===== config.mk =====
export PLATFORM = sky130hd
export DESIGN_NAME = lzwc_out_fifo
export DESIGN_NICKNAME = d
export VERILOG_FILES = /design/src/hdl/lzw_compressor_core_macros.svh /design/src/hdl/lzwc_pkg.sv /design/src/hdl/lzwc_out_fifo.sv
export SDC_FILE = /design/constraint.sdc
export NUM_CORES = 1
export LEC_CHECK = 0
export BUFFER_PORTS_ARGS = -buffer_cell sky130_fd_sc_hd__buf_2
export CORE_MARGIN = 1
export CORE_UTILIZATION = 25
export CTS_BUF_LIST = sky130_fd_sc_hd__clkbuf_8
export DETAILED_ROUTE_END_ITERATION = 16
export PLACE_DENSITY_LB_ADDON = 0.25
export SYNTH_ARGS = -nofsm -noshare
export SYNTH_HDL_FRONTEND = slang
export SYNTH_SLANG_ARGS = --single-unit

===== constraint.sdc =====
create_clock -name clk -period 2.2 [get_ports clk]
set_input_delay 0.55 -clock clk [delete_from_list [all_inputs] [get_ports clk]]
set_output_delay 0.55 -clock clk [all_outputs]
set_load 0.03 [all_outputs]

===== src/hdl/lzw_compressor_core_macros.svh =====
// Assertion macros for the LZW compressor RTL.
`ifndef LZW_COMPRESSOR_CORE_MACROS_SVH
`define LZW_COMPRESSOR_CORE_MACROS_SVH

// Same-cycle implication, sampled on clk and disabled while rst_n is low.
`define LZWC_CHECK_IMPL(label, ante, cons, msg) \
    label: assert property (@(posedge clk) disable iff (!rst_n) (ante) |-> (cons)) \
        else $error(msg);

// Next-cycle implication, sampled on clk and disabled while rst_n is low.
`define LZWC_CHECK_NEXT(label, ante, cons, msg) \
    label: assert property (@(posedge clk) disable iff (!rst_n) (ante) |=> (cons)) \
        else $error(msg);

`endif


===== src/hdl/lzwc_pkg.sv =====
// Shared constants, types and helper functions of the LZW compressor.
`default_nettype none

package lzwc_pkg;

    localparam int DATA_W         = 8;
    localparam int CODE_W         = 12;
    localparam int WIDTH_W        = 4;
    localparam int KEY_W          = CODE_W + DATA_W;
    localparam int NEXT_W         = 13;
    localparam int ALPHABET       = 256;
    localparam int CODE_CEIL      = 4095;
    localparam int MAX_CODE_DEF   = 4095;
    localparam int HASH_SLOTS_DEF = 8192;
    localparam int MAX_RESULTS    = 4;
    localparam int OUT_DEPTH      = 4;
    localparam int COUNT_W        = 5;

    localparam logic [15:0]          HASH_MUL       = 16'd40503;
    localparam logic [NEXT_W-1:0]    FIRST_CODE     = NEXT_W'(ALPHABET + 1);
    localparam logic [WIDTH_W-1:0]   INIT_WIDTH_RST = 4'd9;

    typedef struct packed {
        logic              valid;
        logic [KEY_W-1:0]  key;
        logic [CODE_W-1:0] code;
    } dict_entry_t;

    typedef struct packed {
        logic [CODE_W-1:0]  code;
        logic [WIDTH_W-1:0] width;
        logic               escape;
        logic               eos;
    } result_t;

    // Number of bits needed to write a code (zero needs none).
    function automatic logic [WIDTH_W-1:0] bit_len(input logic [CODE_W-1:0] value);
        logic [WIDTH_W-1:0] len;
        len = '0;
        for (int i = 0; i < CODE_W; i++)
        begin
            if (value[i])
            begin
                len = WIDTH_W'(i + 1);
            end
        end
        return len;
    endfunction

    // A programmed width of zero starts the stream at one bit.
    function automatic logic [WIDTH_W-1:0] start_width(input logic [WIDTH_W-1:0] w);
        return (w == '0) ? WIDTH_W'(1) : w;
    endfunction

endpackage

`default_nettype wire


===== src/hdl/lzwc_out_fifo.sv =====
// Small result queue that decouples the code sequencer from the output stream.
`default_nettype none

module lzwc_out_fifo (
    input  wire logic              clk,
    input  wire logic              rst_n,
    input  wire logic              push_valid,
    input  wire lzwc_pkg::result_t push_data,
    output logic                   full,
    output logic                   out_valid,
    input  wire logic              out_ready,
    output lzwc_pkg::result_t      out_data
);

    localparam int PTR_W = $clog2(lzwc_pkg::OUT_DEPTH);
    localparam int CNT_W = PTR_W + 1;

    lzwc_pkg::result_t entries [lzwc_pkg::OUT_DEPTH];

    logic [PTR_W-1:0] wr_ptr_reg;
    logic [PTR_W-1:0] wr_ptr_next;
    logic [PTR_W-1:0] rd_ptr_reg;
    logic [PTR_W-1:0] rd_ptr_next;
    logic [CNT_W-1:0] count_reg;
    logic [CNT_W-1:0] count_next;
    logic             do_push;
    logic             do_pop;

    assign full      = (count_reg == CNT_W'(lzwc_pkg::OUT_DEPTH));
    assign out_valid = (count_reg != '0);
    assign out_data  = entries[rd_ptr_reg];
    assign do_push   = push_valid && !full;
    assign do_pop    = out_valid && out_ready;

    always_comb
    begin
        wr_ptr_next = do_push ? PTR_W'(wr_ptr_reg + 1'b1) : wr_ptr_reg;
        rd_ptr_next = do_pop ? PTR_W'(rd_ptr_reg + 1'b1) : rd_ptr_reg;
        count_next  = count_reg;
        if (do_push && !do_pop)
        begin
            count_next = CNT_W'(count_reg + 1'b1);
        end
        else if (do_pop && !do_push)
        begin
            count_next = CNT_W'(count_reg - 1'b1);
        end
    end

    always_ff @(posedge clk or negedge rst_n)
    begin
        if (!rst_n)
        begin
            wr_ptr_reg <= '0;
            rd_ptr_reg <= '0;
            count_reg  <= '0;
        end
        else
        begin
            wr_ptr_reg <= wr_ptr_next;
            rd_ptr_reg <= rd_ptr_next;
            count_reg  <= count_next;
        end
    end

    always_ff @(posedge clk)
    begin
        if (do_push)
        begin
            entries[wr_ptr_reg] <= push_data;
        end
    end

endmodule

`default_nettype wire


==> summary.txt <==
Global routing
  – GRT Max-Usage Layer: met2
  – Met1 Use GR: 11.8%
  – Tot GR Track Use: 9.58%
  – Met3 Use GR: 3.73%
  – Initial antenna violation count: 0
  – Largest net degree at the start of global routing: 19
  – First-pass GRT wire length: 8580 um
  – GR Layer Usage met2: 15.1%
  – Vias in the first global route: 1537
  – Total gr overflow: 0

Placed design
  – Pre-CTS setup slack: 0.215 ns
  – GP Congestion: 0.714
  – Hpwl dp: 3420 um
  – Port bufs: 41

Drt
  – Post-route antenna net violation count: 0
  – Drt first-iter violations: 64
  – Remaining DRCs: 5
  – Routed vias: 1400
  – Routed vias/inst: 4.12
  – Final wirelength: 5440 um
  – WL/cell: 16.0 um
  – Drt pass-1 iters: 10

Timing
  – Hold Vio Cnt, Final: 0
  – RSZ-0062 raised after global routing: yes
  – Period utilization: 102%
  – FMAX: 0.448 GHz
  – Final setup violation count: 18
  – Worst-Margin Slew: 0.226 ns
  – Rel. slew slack: 84.9%
  – Final Max Tran Viols: 0
  – Final WS setup: -0.0330 ns
  – WHS: 0.0364 ns
  – Worst Skew: 0.00688 ns
  – Fin crit period: 2.23 ns

Run status
  – Status: complete, but fails checks
  – Violated checks: DRC, setup timing

Setup path
  – Data arrival, critical path: 1.68 ns
  – Critical Path RT: 1.65 ns
  – Worst reg2reg endpoint: count_reg[2]
  – Worst r2r src: count_reg[0]
  – Critical Path Fanout Max: 5
  – R2R setup slack: 0.20 ns
  – Kind of critical path: flip-flop to output port
  – Crit end category: output port
  – Worst setup SP type: flip-flop
  – R2R depth: 8

Synthesis
  – Yosys top cell by area: edfxtp_1
  – Yosys cell types: 20
  – Post-synth ARST share: 8.86%
  – Seq cells post-synth: 79
  – Post-synth net total: 157
  – Seq/Total Area, Yosys: 77.1%
  – Cells after synthesis: 129
  – Top_reg_cell synth: edfxtp_1
  – YS warnings: 0
  – Top-count cell post-synth: edfxtp_1
  – Area contributors post-synth: edfxtp_1 71%, mux4_2 13%, dfrtp_1 5.8%
  – Post-synth top cells: 72 x edfxtp_1, 18 x mux4_2, 7 x dfrtp_1
  – Post-Syn Area per Cell: 23.5 sq um
  – Synth top area share: 71.3%
  – Number of synthesized flops with an enable pin: 72
  – Mapped cell area: 3030 sq um

Floorplanning
  – Starting Density: 26.1%
  – Die area: 12600 sq um
  – Core area: 11600 sq um
  – Die width: 112 um
  – Row count: 39
  – Die Ht: 112 um
  – IO Pins: 42

CTS
  – Max Root-Sink Buffers: 2
  – CTS tree: done
  – CTS Buf Count: 9
  – Clock sink total: 79
  – Root buffer cell: clkbuf_8
  – H-tree Lvls: 3
  – Clk slew on worst S/H paths: 0.08 ns
  – Clk_lat worst skew: 0.34 ns
  – Hold-fix buffers at CTS: 0

Flow run
  – Max Cap Viol: 0

Layout
  – Area grow syn2layout: 31.2%
  – Largest register FFs: 72
  – Share of layout cells above drive strength 1: 49.7%
  – Final layout net count: 220
  – Antenna fix cells: 0

Power and ir drop
  – Peak supply drop: 0.000577 V
  – LEAKAGE: 1.42 nW
  – Power per Cell Area: 1480 nW/um^2

Worst hold path
  – Min-delay worst type: input pin to asynchronous set/reset pin
-- cells by family after synthesis --
group	synth area share, %
flops	77.1
mux	14.2
fa+ha+maj	2.73
xor+xnor	1.73
simple gates	2.68
buf+inv	1.49
-- metal layers --
layer | share of wire [%] | wire length (um)
met3 | 6.3 | 340
met5 | 0 | 0
met4 | 1.6 | 85
met2 | 49 | 2650
met1 | 43 | 2360
-- cell usage in the layout, fill, tap and decap left out, drive strengths merged --
master	Yosys	layout
buf	5	57
bufinv	0	2
mux2	2	2
dfrtp	7	7
or3	1	1
xor2	2	2
ha	5	5
clkinv	0	2
xnor2	4	4
fa	1	1
nor3b	1	1
edfxtp	72	72
mux4	18	18
inv	3	6
clkbuf	0	9
nor2b	1	1
and2	4	4
nand2	1	1
nand3	1	1
nor2	1	1
-- worst max-delay path by stage --
stage                        startpoint            to  slack (ns)  cells after the start
after detailed placement   count_reg[0]  count_reg[2]        0.22                      8
after floorplan            count_reg[0]  count_reg[1]         0.1                      7
after global placement     count_reg[0]  count_reg[2]        0.23                      8
after CTS                 rd_ptr_reg[0]   out_data[5]       -0.07                      4
after global routing      rd_ptr_reg[0]   out_data[5]       -0.11                      4
final                     rd_ptr_reg[0]   out_data[3]       -0.03                      4
-- worst max-delay path: stages (launching register included) --
cell	delay, ns
dfrtp_2	0.41
buf_12	0.13
buf_16	0.13
mux4_2	0.51
buf_6	0.16
-- power by group --
| group | switching [mW] | internal, mW | total (mW) |
|---|---|---|---|
| registers | 0.108 | 2.00 | 2.11 |
| logic | 1.29 | 1.35 | 2.64 |
| clock network | 0.496 | 0.633 | 1.13 |
-- per-stage QoR --
| step | cell area [sq um] | utilization (%) | TNS (ns) | total power [mW] | cells |
|---|---|---|---|---|---|
| after floorplan | 3030 | - | 0 | 3.55 | 129 |
| after CTS | 3980 | 34.2 | -0.881 | 6.00 | 340 |
| after global routing | 3980 | 34.2 | -1.48 | 6.19 | 340 |
| after detailed placement | 3520 | 30.3 | 0 | 4.23 | 318 |
| final | 3980 | 34.2 | -0.313 | 5.88 | 340 |
| after global placement | 3520 | 30.3 | 0 | 4.22 | 318 |
-- cell type report --
class | count | area [sq um]
Clock buffer | 9 | 124
Clock inverter | 7 | 88.8
Tap cell | 143 | 179
Inverter | 3 | 11.3
Multi-Input combinational cell | 42 | 648
Fill cell | 1090 | 7640
Sequential cell | 79 | 2340
Timing Repair Buffer | 57 | 586
-- repair_timing --
action | in CTS | in global routing
setup buffers | 3 | 0
endpoints found under the setup margin | 18 | 18
resized for setup | 40 | 0
cloned | 3 | 0
Note: power is estimated with default switching activity, not from simulation.
