$ cat src/hdl/lzw_compressor_core_macros.svh
// Assertion macros for the LZW compressor RTL.
`ifndef LZW_COMPRESSOR_CORE_MACROS_SVH
`define LZW_COMPRESSOR_CORE_MACROS_SVH

// Same-cycle implication, sampled on clk and disabled while rst_n is low.
`define LZWC_CHECK_IMPL(label, ante, cons, msg) \
    label: assert property (@(posedge clk) disable iff (!rst_n) (ante) |-> (cons)) \
        else $error(msg);

// Next-cycle implication, sampled on clk and disabled while rst_n is low.
`define LZWC_CHECK_NEXT(label, ante, cons, msg) \
    label: assert property (@(posedge clk) disable iff (!rst_n) (ante) |=> (cons)) \
        else $error(msg);

`endif

$ cat src/hdl/lzwc_pkg.sv
// Shared constants, types and helper functions of the LZW compressor.
`default_nettype none

package lzwc_pkg;

    localparam int DATA_W         = 8;
    localparam int CODE_W         = 12;
    localparam int WIDTH_W        = 4;
    localparam int KEY_W          = CODE_W + DATA_W;
    localparam int NEXT_W         = 13;
    localparam int ALPHABET       = 256;
    localparam int CODE_CEIL      = 4095;
    localparam int MAX_CODE_DEF   = 4095;
    localparam int HASH_SLOTS_DEF = 8192;
    localparam int MAX_RESULTS    = 4;
    localparam int OUT_DEPTH      = 4;
    localparam int COUNT_W        = 5;

    localparam logic [15:0]          HASH_MUL       = 16'd40503;
    localparam logic [NEXT_W-1:0]    FIRST_CODE     = NEXT_W'(ALPHABET + 1);
    localparam logic [WIDTH_W-1:0]   INIT_WIDTH_RST = 4'd9;

    typedef struct packed {
        logic              valid;
        logic [KEY_W-1:0]  key;
        logic [CODE_W-1:0] code;
    } dict_entry_t;

    typedef struct packed {
        logic [CODE_W-1:0]  code;
        logic [WIDTH_W-1:0] width;
        logic               escape;
        logic               eos;
    } result_t;

    // Number of bits needed to write a code (zero needs none).
    function automatic logic [WIDTH_W-1:0] bit_len(input logic [CODE_W-1:0] value);
        logic [WIDTH_W-1:0] len;
        len = '0;
        for (int i = 0; i < CODE_W; i++)
        begin
            if (value[i])
            begin
                len = WIDTH_W'(i + 1);
            end
        end
        return len;
    endfunction

    // A programmed width of zero starts the stream at one bit.
    function automatic logic [WIDTH_W-1:0] start_width(input logic [WIDTH_W-1:0] w);
        return (w == '0) ? WIDTH_W'(1) : w;
    endfunction

endpackage

`default_nettype wire

$ cat src/hdl/lzwc_ctrl.sv
// Sequencer: dictionary lookup with linear probing, insert, and code emission.
`default_nettype none

module lzwc_ctrl #(
    parameter int MAX_CODE   = lzwc_pkg::MAX_CODE_DEF,
    parameter int HASH_SLOTS = lzwc_pkg::HASH_SLOTS_DEF,
    localparam int SLOT_W    = $clog2(HASH_SLOTS)
) (
    input  wire logic                              clk,
    input  wire logic                              rst_n,
    input  wire logic                              in_valid,
    output logic                                   in_ready,
    input  wire logic [lzwc_pkg::DATA_W-1:0]       in_byte,
    input  wire logic                              in_last,
    input  wire logic                              cfg_load,
    input  wire logic [lzwc_pkg::WIDTH_W-1:0]      cfg_start_width,
    input  wire logic [lzwc_pkg::WIDTH_W-1:0]      stream_start_width,
    output logic                                   ram_wr_en,
    output logic [SLOT_W-1:0]                      ram_wr_addr,
    output lzwc_pkg::dict_entry_t                  ram_wr_data,
    output logic                                   ram_rd_en,
    output logic [SLOT_W-1:0]                      ram_rd_addr,
    input  wire lzwc_pkg::dict_entry_t             ram_rd_data,
    output logic                                   res_valid,
    output lzwc_pkg::result_t                      res_word,
    input  wire logic                              res_full
);

    localparam int CODE_W  = lzwc_pkg::CODE_W;
    localparam int WIDTH_W = lzwc_pkg::WIDTH_W;
    localparam int KEY_W   = lzwc_pkg::KEY_W;
    localparam int NEXT_W  = lzwc_pkg::NEXT_W;
    localparam int COUNT_W = lzwc_pkg::COUNT_W;
    localparam int EFF_MAX = (MAX_CODE < lzwc_pkg::CODE_CEIL) ? MAX_CODE
                                                               : lzwc_pkg::CODE_CEIL;
    localparam int PROD_W  = KEY_W + 16;

    typedef enum logic [2:0] {
        S_CLEAR,
        S_IDLE,
        S_HASH,
        S_PROBE,
        S_CHECK,
        S_COUNT,
        S_EMIT
    } state_t;

    state_t              state_reg,  state_next;
    logic [CODE_W-1:0]   prefix_reg, prefix_next;
    logic                have_reg,   have_next;
    logic [NEXT_W-1:0]   ncode_reg,  ncode_next;
    logic [WIDTH_W-1:0]  cw_reg,     cw_next;
    logic [KEY_W-1:0]    key_reg,    key_next;
    logic                last_reg,   last_next;
    logic [SLOT_W-1:0]   idx_reg,    idx_next;
    logic [SLOT_W-1:0]   probe_reg,  probe_next;
    logic [SLOT_W-1:0]   clr_reg,    clr_next;
    logic [CODE_W-1:0]   c1_reg,     c1_next;
    logic                send1_reg,  send1_next;
    logic                phase_reg,  phase_next;
    logic [COUNT_W-1:0]  skip_reg,   skip_next;

    logic [PROD_W-1:0]   hash_prod;
    logic [CODE_W-1:0]   in_literal;
    logic [CODE_W-1:0]   key_literal;
    logic                hit;
    logic [WIDTH_W-1:0]  bl1;
    logic [WIDTH_W-1:0]  bl2;
    logic [WIDTH_W-1:0]  esc1;
    logic [WIDTH_W-1:0]  esc2;
    logic [WIDTH_W-1:0]  cw_mid;
    logic [COUNT_W-1:0]  total;
    logic [CODE_W-1:0]   cur_code;
    logic [WIDTH_W-1:0]  cur_len;
    logic                cur_esc;

    assign in_ready    = (state_reg == S_IDLE);
    assign ram_rd_addr = idx_reg;
    assign in_literal  = CODE_W'(in_byte) + CODE_W'(1);
    assign key_literal = CODE_W'(key_reg[lzwc_pkg::DATA_W-1:0]) + CODE_W'(1);
    assign hash_prod   = PROD_W'(key_reg) * PROD_W'(lzwc_pkg::HASH_MUL);
    assign hit         = ram_rd_data.valid && (ram_rd_data.key == key_reg);

    // Result count of one byte; the earliest results beyond the limit are dropped.
    always_comb
    begin
        bl1    = lzwc_pkg::bit_len(c1_reg);
        bl2    = lzwc_pkg::bit_len(prefix_reg);
        esc1   = (send1_reg && (bl1 > cw_reg)) ? WIDTH_W'(bl1 - cw_reg) : '0;
        cw_mid = (send1_reg && (bl1 > cw_reg)) ? bl1 : cw_reg;
        esc2   = (last_reg && (bl2 > cw_mid)) ? WIDTH_W'(bl2 - cw_mid) : '0;
        total  = (send1_reg ? COUNT_W'(COUNT_W'(esc1) + 1'b1) : '0)
               + (last_reg ? COUNT_W'(COUNT_W'(esc2) + 1'b1) : '0);
    end

    assign cur_code = phase_reg ? prefix_reg : c1_reg;
    assign cur_len  = lzwc_pkg::bit_len(cur_code);
    assign cur_esc  = (cw_reg < cur_len);

    always_comb
    begin
        state_next  = state_reg;
        prefix_next = prefix_reg;
        have_next   = have_reg;
        ncode_next  = ncode_reg;
        cw_next     = cw_reg;
        key_next    = key_reg;
        last_next   = last_reg;
        idx_next    = idx_reg;
        probe_next  = probe_reg;
        clr_next    = clr_reg;
        c1_next     = c1_reg;
        send1_next  = send1_reg;
        phase_next  = phase_reg;
        skip_next   = skip_reg;

        ram_wr_en   = 1'b0;
        ram_wr_addr = idx_reg;
        ram_wr_data = '0;
        ram_rd_en   = 1'b0;
        res_valid   = 1'b0;
        res_word    = '0;

        case (state_reg)
            S_CLEAR:
            begin
                ram_wr_en   = 1'b1;
                ram_wr_addr = clr_reg;
                clr_next    = SLOT_W'(clr_reg + 1'b1);
                if (clr_reg == '1)
                begin
                    state_next = S_IDLE;
                end
            end

            S_IDLE:
            begin
                if (in_valid)
                begin
                    key_next  = {prefix_reg, in_byte};
                    last_next = in_last;
                    if (!have_reg)
                    begin
                        prefix_next = in_literal;
                        have_next   = 1'b1;
                        send1_next  = 1'b0;
                        state_next  = in_last ? S_COUNT : S_IDLE;
                    end
                    else
                    begin
                        state_next = S_HASH;
                    end
                end
            end

            S_HASH:
            begin
                idx_next   = hash_prod[SLOT_W-1:0];
                probe_next = '0;
                state_next = S_PROBE;
            end

            S_PROBE:
            begin
                ram_rd_en  = 1'b1;
                state_next = S_CHECK;
            end

            S_CHECK:
            begin
                if (hit)
                begin
                    prefix_next = ram_rd_data.code;
                    send1_next  = 1'b0;
                    state_next  = last_reg ? S_COUNT : S_IDLE;
                end
                else if (ram_rd_data.valid && (probe_reg != '1))
                begin
                    idx_next   = SLOT_W'(idx_reg + 1'b1);
                    probe_next = SLOT_W'(probe_reg + 1'b1);
                    state_next = S_PROBE;
                end
                else
                begin
                    // Miss: emit the old prefix; insert only into a free slot.
                    send1_next  = 1'b1;
                    c1_next     = prefix_reg;
                    prefix_next = key_literal;
                    if (!ram_rd_data.valid && (ncode_reg <= NEXT_W'(EFF_MAX)))
                    begin
                        ram_wr_en         = 1'b1;
                        ram_wr_data.valid = 1'b1;
                        ram_wr_data.key   = key_reg;
                        ram_wr_data.code  = ncode_reg[CODE_W-1:0];
                        ncode_next        = NEXT_W'(ncode_reg + 1'b1);
                    end
                    state_next = S_COUNT;
                end
            end

            S_COUNT:
            begin
                skip_next  = (total > COUNT_W'(lzwc_pkg::MAX_RESULTS))
                           ? COUNT_W'(total - COUNT_W'(lzwc_pkg::MAX_RESULTS)) : '0;
                phase_next = !send1_reg;
                state_next = S_EMIT;
            end

            S_EMIT:
            begin
                res_word.code   = cur_esc ? '0 : cur_code;
                res_word.width  = cw_reg;
                res_word.escape = cur_esc;
                res_word.eos    = last_reg && phase_reg && !cur_esc;
                if (skip_reg != '0)
                begin
                    skip_next = COUNT_W'(skip_reg - 1'b1);
                end
                else
                begin
                    res_valid = 1'b1;
                end
                if ((skip_reg != '0) || !res_full)
                begin
                    if (cur_esc)
                    begin
                        cw_next = WIDTH_W'(cw_reg + 1'b1);
                    end
                    else if (!phase_reg && last_reg)
                    begin
                        phase_next = 1'b1;
                    end
                    else if (last_reg)
                    begin
                        prefix_next = '0;
                        have_next   = 1'b0;
                        ncode_next  = lzwc_pkg::FIRST_CODE;
                        cw_next     = stream_start_width;
                        clr_next    = '0;
                        state_next  = S_CLEAR;
                    end
                    else
                    begin
                        state_next = S_IDLE;
                    end
                end
            end

            default:
            begin
                state_next = S_IDLE;
            end
        endcase

        if (cfg_load)
        begin
            cw_next = cfg_start_width;
        end
    end

    always_ff @(posedge clk or negedge rst_n)
    begin
        if (!rst_n)
        begin
            state_reg  <= S_CLEAR;
            prefix_reg <= '0;
            have_reg   <= 1'b0;
            ncode_reg  <= lzwc_pkg::FIRST_CODE;
            cw_reg     <= lzwc_pkg::INIT_WIDTH_RST;
            last_reg   <= 1'b0;
            probe_reg  <= '0;
            clr_reg    <= '0;
            send1_reg  <= 1'b0;
            phase_reg  <= 1'b0;
            skip_reg   <= '0;
            key_reg    <= '0;
            idx_reg    <= '0;
            c1_reg     <= '0;
        end
        else
        begin
            state_reg  <= state_next;
            prefix_reg <= prefix_next;
            have_reg   <= have_next;
            ncode_reg  <= ncode_next;
            cw_reg     <= cw_next;
            last_reg   <= last_next;
            probe_reg  <= probe_next;
            clr_reg    <= clr_next;
            send1_reg  <= send1_next;
            phase_reg  <= phase_next;
            skip_reg   <= skip_next;
            key_reg    <= key_next;
            idx_reg    <= idx_next;
            c1_reg     <= c1_next;
        end
    end

endmodule

`default_nettype wire

$ cat config.mk
export PLATFORM = sky130hd
export DESIGN_NAME = lzwc_ctrl
export DESIGN_NICKNAME = d
export VERILOG_FILES = /design/src/hdl/lzw_compressor_core_macros.svh /design/src/hdl/lzwc_pkg.sv /design/src/hdl/lzwc_ctrl.sv
export SDC_FILE = /design/constraint.sdc
export NUM_CORES = 1
export LEC_CHECK = 0
export BUFFER_PORTS_ARGS = -buffer_cell sky130_fd_sc_hd__clkbuf_2
export CORE_AREA = 2 2 181 94
export CTS_BUF_LIST = sky130_fd_sc_hd__clkbuf_2
export CTS_CLUSTER_SIZE = 28
export DETAILED_ROUTE_END_ITERATION = 12
export DIE_AREA = 0 0 183 96
export GPL_TIMING_DRIVEN = 0
export PLACE_DENSITY = 0.81
export SETUP_SLACK_MARGIN = 0.05
export SYNTH_ARGS = -nofsm -noshare
export SYNTH_HDL_FRONTEND = slang
export SYNTH_SLANG_ARGS = --single-unit
$ cat constraint.sdc
create_clock -name clk -period 7.1 [get_ports clk]
set_clock_uncertainty 0.15 [all_clocks]
set_input_delay 1.065 -clock clk [delete_from_list [all_inputs] [get_ports clk]]
set_output_delay 1.065 -clock clk [all_outputs]
set_load 0.03 [all_outputs]
==> impl_metrics.env <==
export IMPL_status="finished, final reports clean"
export IMPL_insertion_delay_ps=650
export IMPL_n_antenna_cell=0
export IMPL_synth_compound_area_share_pct=14.3
export IMPL_r2r_cells=29
export IMPL_slew_violations=0
export IMPL_grt_max_degree=113
export IMPL_muxShareOfSynthArea_pct=7.89
export IMPL_worstReg2RegStart="c1_reg[4]$_DFFE_PN0P_"
export IMPL_core_sq_mm=0.0160
export IMPL_num_fill_cells=1384
export IMPL_slowest_delay_ps=500
export IMPL_clock_fmax_ghz=0.160
export IMPL_worst_r2r_setup_slack_ps=840
export IMPL_critPathTopFamily="compound AO/OA/AOI/OAI gates"
export IMPL_critPathMaxFanout=8
export IMPL_cts_buffers=9
export IMPL_rsz0062_at_grt="false"
export IMPL_largest_reg_flops=20
export IMPL_post_route_period_util_pct=88.2
export IMPL_cts_root_buffer="clkbuf_2"
export IMPL_min_period_ps=6260
export IMPL_rr_endpoint="skip_reg[3]$_DFFE_PN0P_"
export IMPL_route_vias_total=8476
export IMPL_cts_sinks=112
export IMPL_path_clk_slew_ps=350
export IMPL_grt_total_usage_pct=32.3
export IMPL_ctsHoldBuffers=0
export IMPL_grt_first_pass_wirelength_um=43000
export IMPL_fin_ws_ps=839
export IMPL_rows=33
export IMPL_hold_viol=0
export IMPL_synth_top_area_cell="dfrtp_1"
export IMPL_ios=136
export IMPL_fin_nets=1343
export IMPL_yosysSeqAreaShare_pct=30.3
export IMPL_start_kind="flip-flop"
export IMPL_synth_top_family_by_area="simple AND/OR/NAND/NOR gates"
export IMPL_synth_edf_count=0
export IMPL_drive_gt1_share_pct=18.9
export IMPL_final_setup_tns_ps=0
export IMPL_synth_fa_ha_area_share_pct=15.1
export IMPL_yosysWarnings=0
export IMPL_synth_area_leaders="dfrtp_1 29%, ha_1 9.0%, fa_1 6.0%"
export IMPL_io_buffers=135
export IMPL_hp_class="in -> async"
export IMPL_syn_cell_area_sq_mm=0.00928
export IMPL_hpwlAfterDp_um=22200
export IMPL_critical_path_arrival_ps=6700
export IMPL_multi_input_area_sq_mm=0.00588
export IMPL_cp_slowest_cell="dfrtp_1"
export IMPL_dp_slack_ps=1020
export IMPL_viasPerCell=6.02
export IMPL_worstSetupStartpoint="c1_reg[4]$_DFFE_PN0P_"
export IMPL_postCtsSetupBuffers=0
export IMPL_synth_commonest_cells="108 x dfrtp_1, 108 x inv_1, 88 x nor2_1"
export IMPL_critPathRequiredTime_ps=7540
export IMPL_ys_ff_latch=112
export IMPL_die_area_sq_mm=0.0176
export IMPL_setup_viol=0
export IMPL_first_global_vias=7866
export IMPL_synth_xor_area_share_pct=7.55
export IMPL_cts_tree="yes"
export IMPL_cts_path_max_buffers=2
export IMPL_synthesis_nets=1197
export IMPL_initial_core_util_pct=57.9
export IMPL_dr_wl_met3_um=3530
export IMPL_drc=0
export IMPL_finalWirelength_um=27700
export IMPL_cts_resized=0
export IMPL_drt_first_pass_iters=7
export IMPL_drt_met1_wl_um=13300
export IMPL_fin_cells=1408
export IMPL_worst_pin_slew_ps=1240
export IMPL_gp_congestion=0.955
export IMPL_route_met2_wl_um=10600
export IMPL_end_kind="flip-flop"
export IMPL_regArea_sq_mm=0.00281
export IMPL_cts_htree_levels=3
export IMPL_die_h_um=96
export IMPL_die_width_um=183
export IMPL_postRouteAntennaNets=0
export IMPL_area_growth_pct=11.4
export IMPL_critPathBufInv=5
export IMPL_synth_cells=1047
export IMPL_crit_type="reg -> reg"
export IMPL_grt_ovfl_total=0
export IMPL_placed_cells=1392
export IMPL_wl_per_cell_um=19.7
export IMPL_synth_flop_cell="dfrtp_1"
export IMPL_drt_iter0_drc=889
export IMPL_max_cap_violations=0
export IMPL_top_layer_used="met4"
export IMPL_relSlewSlack_pct=16.3
export IMPL_netlist_cell_type_count=75
export IMPL_synth_simple_area_share_pct=18.6
export IMPL_avgSynthCellArea_sq_um=8.86
export IMPL_synthArstFlopShare_pct=100
export IMPL_synth_top_area_share_pct=29.1
export IMPL_antenna_found_initial=0
-- cell families after synthesis --
group,count (synthesis)
flops,112
simple gates,345
xor+xnor,80
buf+inv,149
compound gates,200
mux,66
fa+ha+maj,95
-- worst max-delay path by stage --
| stage | to | cells after the start |
|---|---|---|
| finish | skip_reg[3]$_DFFE_PN0P_ | 29 |
| global route | skip_reg[1]$_DFFE_PN0P_ | 29 |
| CTS | skip_reg[3]$_DFFE_PN0P_ | 29 |
| detailed placement | skip_reg[3]$_DFFE_PN0P_ | 29 |
| global placement | skip_reg[3]$_DFFE_PN0P_ | 29 |
| floorplan | skip_reg[1]$_DFFE_PN0P_ | 26 |
-- stage by stage --
stage                     util, %  hold WS, ps  instance area [sq um]
after global routing         64.5          334                  10300
after floorplan                 -          313                   9280
after global placement       63.8          336                  10200
final                        64.5          268                  10300
after CTS                    64.5          337                  10300
after detailed placement     63.8          342                  10200
-- worst reg2reg max path, delay by kind of cell (launching register included) --
| family | cells | cell delay [ps] |
|---|---|---|
| compound gates | 12 | 2390 |
| buf+inv | 5 | 450 |
| simple gates | 4 | 670 |
| mux | 1 | 190 |
| fa+ha+maj | 6 | 1680 |
| flops | 1 | 500 |
| xor+xnor | 1 | 160 |
-- cell usage in the layout, fill, tap and decap left out, types with 8 or more instances in the layout --
| cell type | count |
|---|---|
| clkbuf_2 | 144 |
| inv_1 | 108 |
| dfrtp_1 | 108 |
| nor2_1 | 88 |
| nand2_1 | 76 |
| ha_1 | 67 |
| o21ai_0 | 55 |
| xnor2_1 | 50 |
| a21oi_1 | 48 |
| and2_1 | 38 |
| nand3_1 | 36 |
| mux2_2 | 33 |
| nor3_1 | 31 |
| xor2_1 | 30 |
| fa_1 | 28 |
| mux2i_1 | 27 |
| clkbuf_1 | 23 |
| buf_2 | 14 |
| a31oi_1 | 13 |
| and3_1 | 13 |
| nand4_1 | 12 |
| nand2b_1 | 9 |
| a21o_1 | 9 |
| o31ai_1 | 8 |
-- final cells by class --
type	count	area share [%]
flip-flops and latches	112	27.2
multi-input cells	786	56.9
clock buffers	10	0.484
repair buffers	135	6.62
well taps	210	2.54
plain buffers	41	1.80
clock inverters	6	0.557
inverters	108	3.92
-- metal layers --
| layer | global-route usage (%) | vias to the layer above |
|---|---|---|
| met5 | 0 | - |
| met4 | 5.00 | 0 |
| met3 | 10.3 | 27 |
| met2 | 43.9 | 482 |
| met1 | 50.1 | 4064 |
| li1 | - | 3903 |
Power is not shown: default switching activity piles up to over one toggle a cycle in this logic, so the estimate is an artifact.
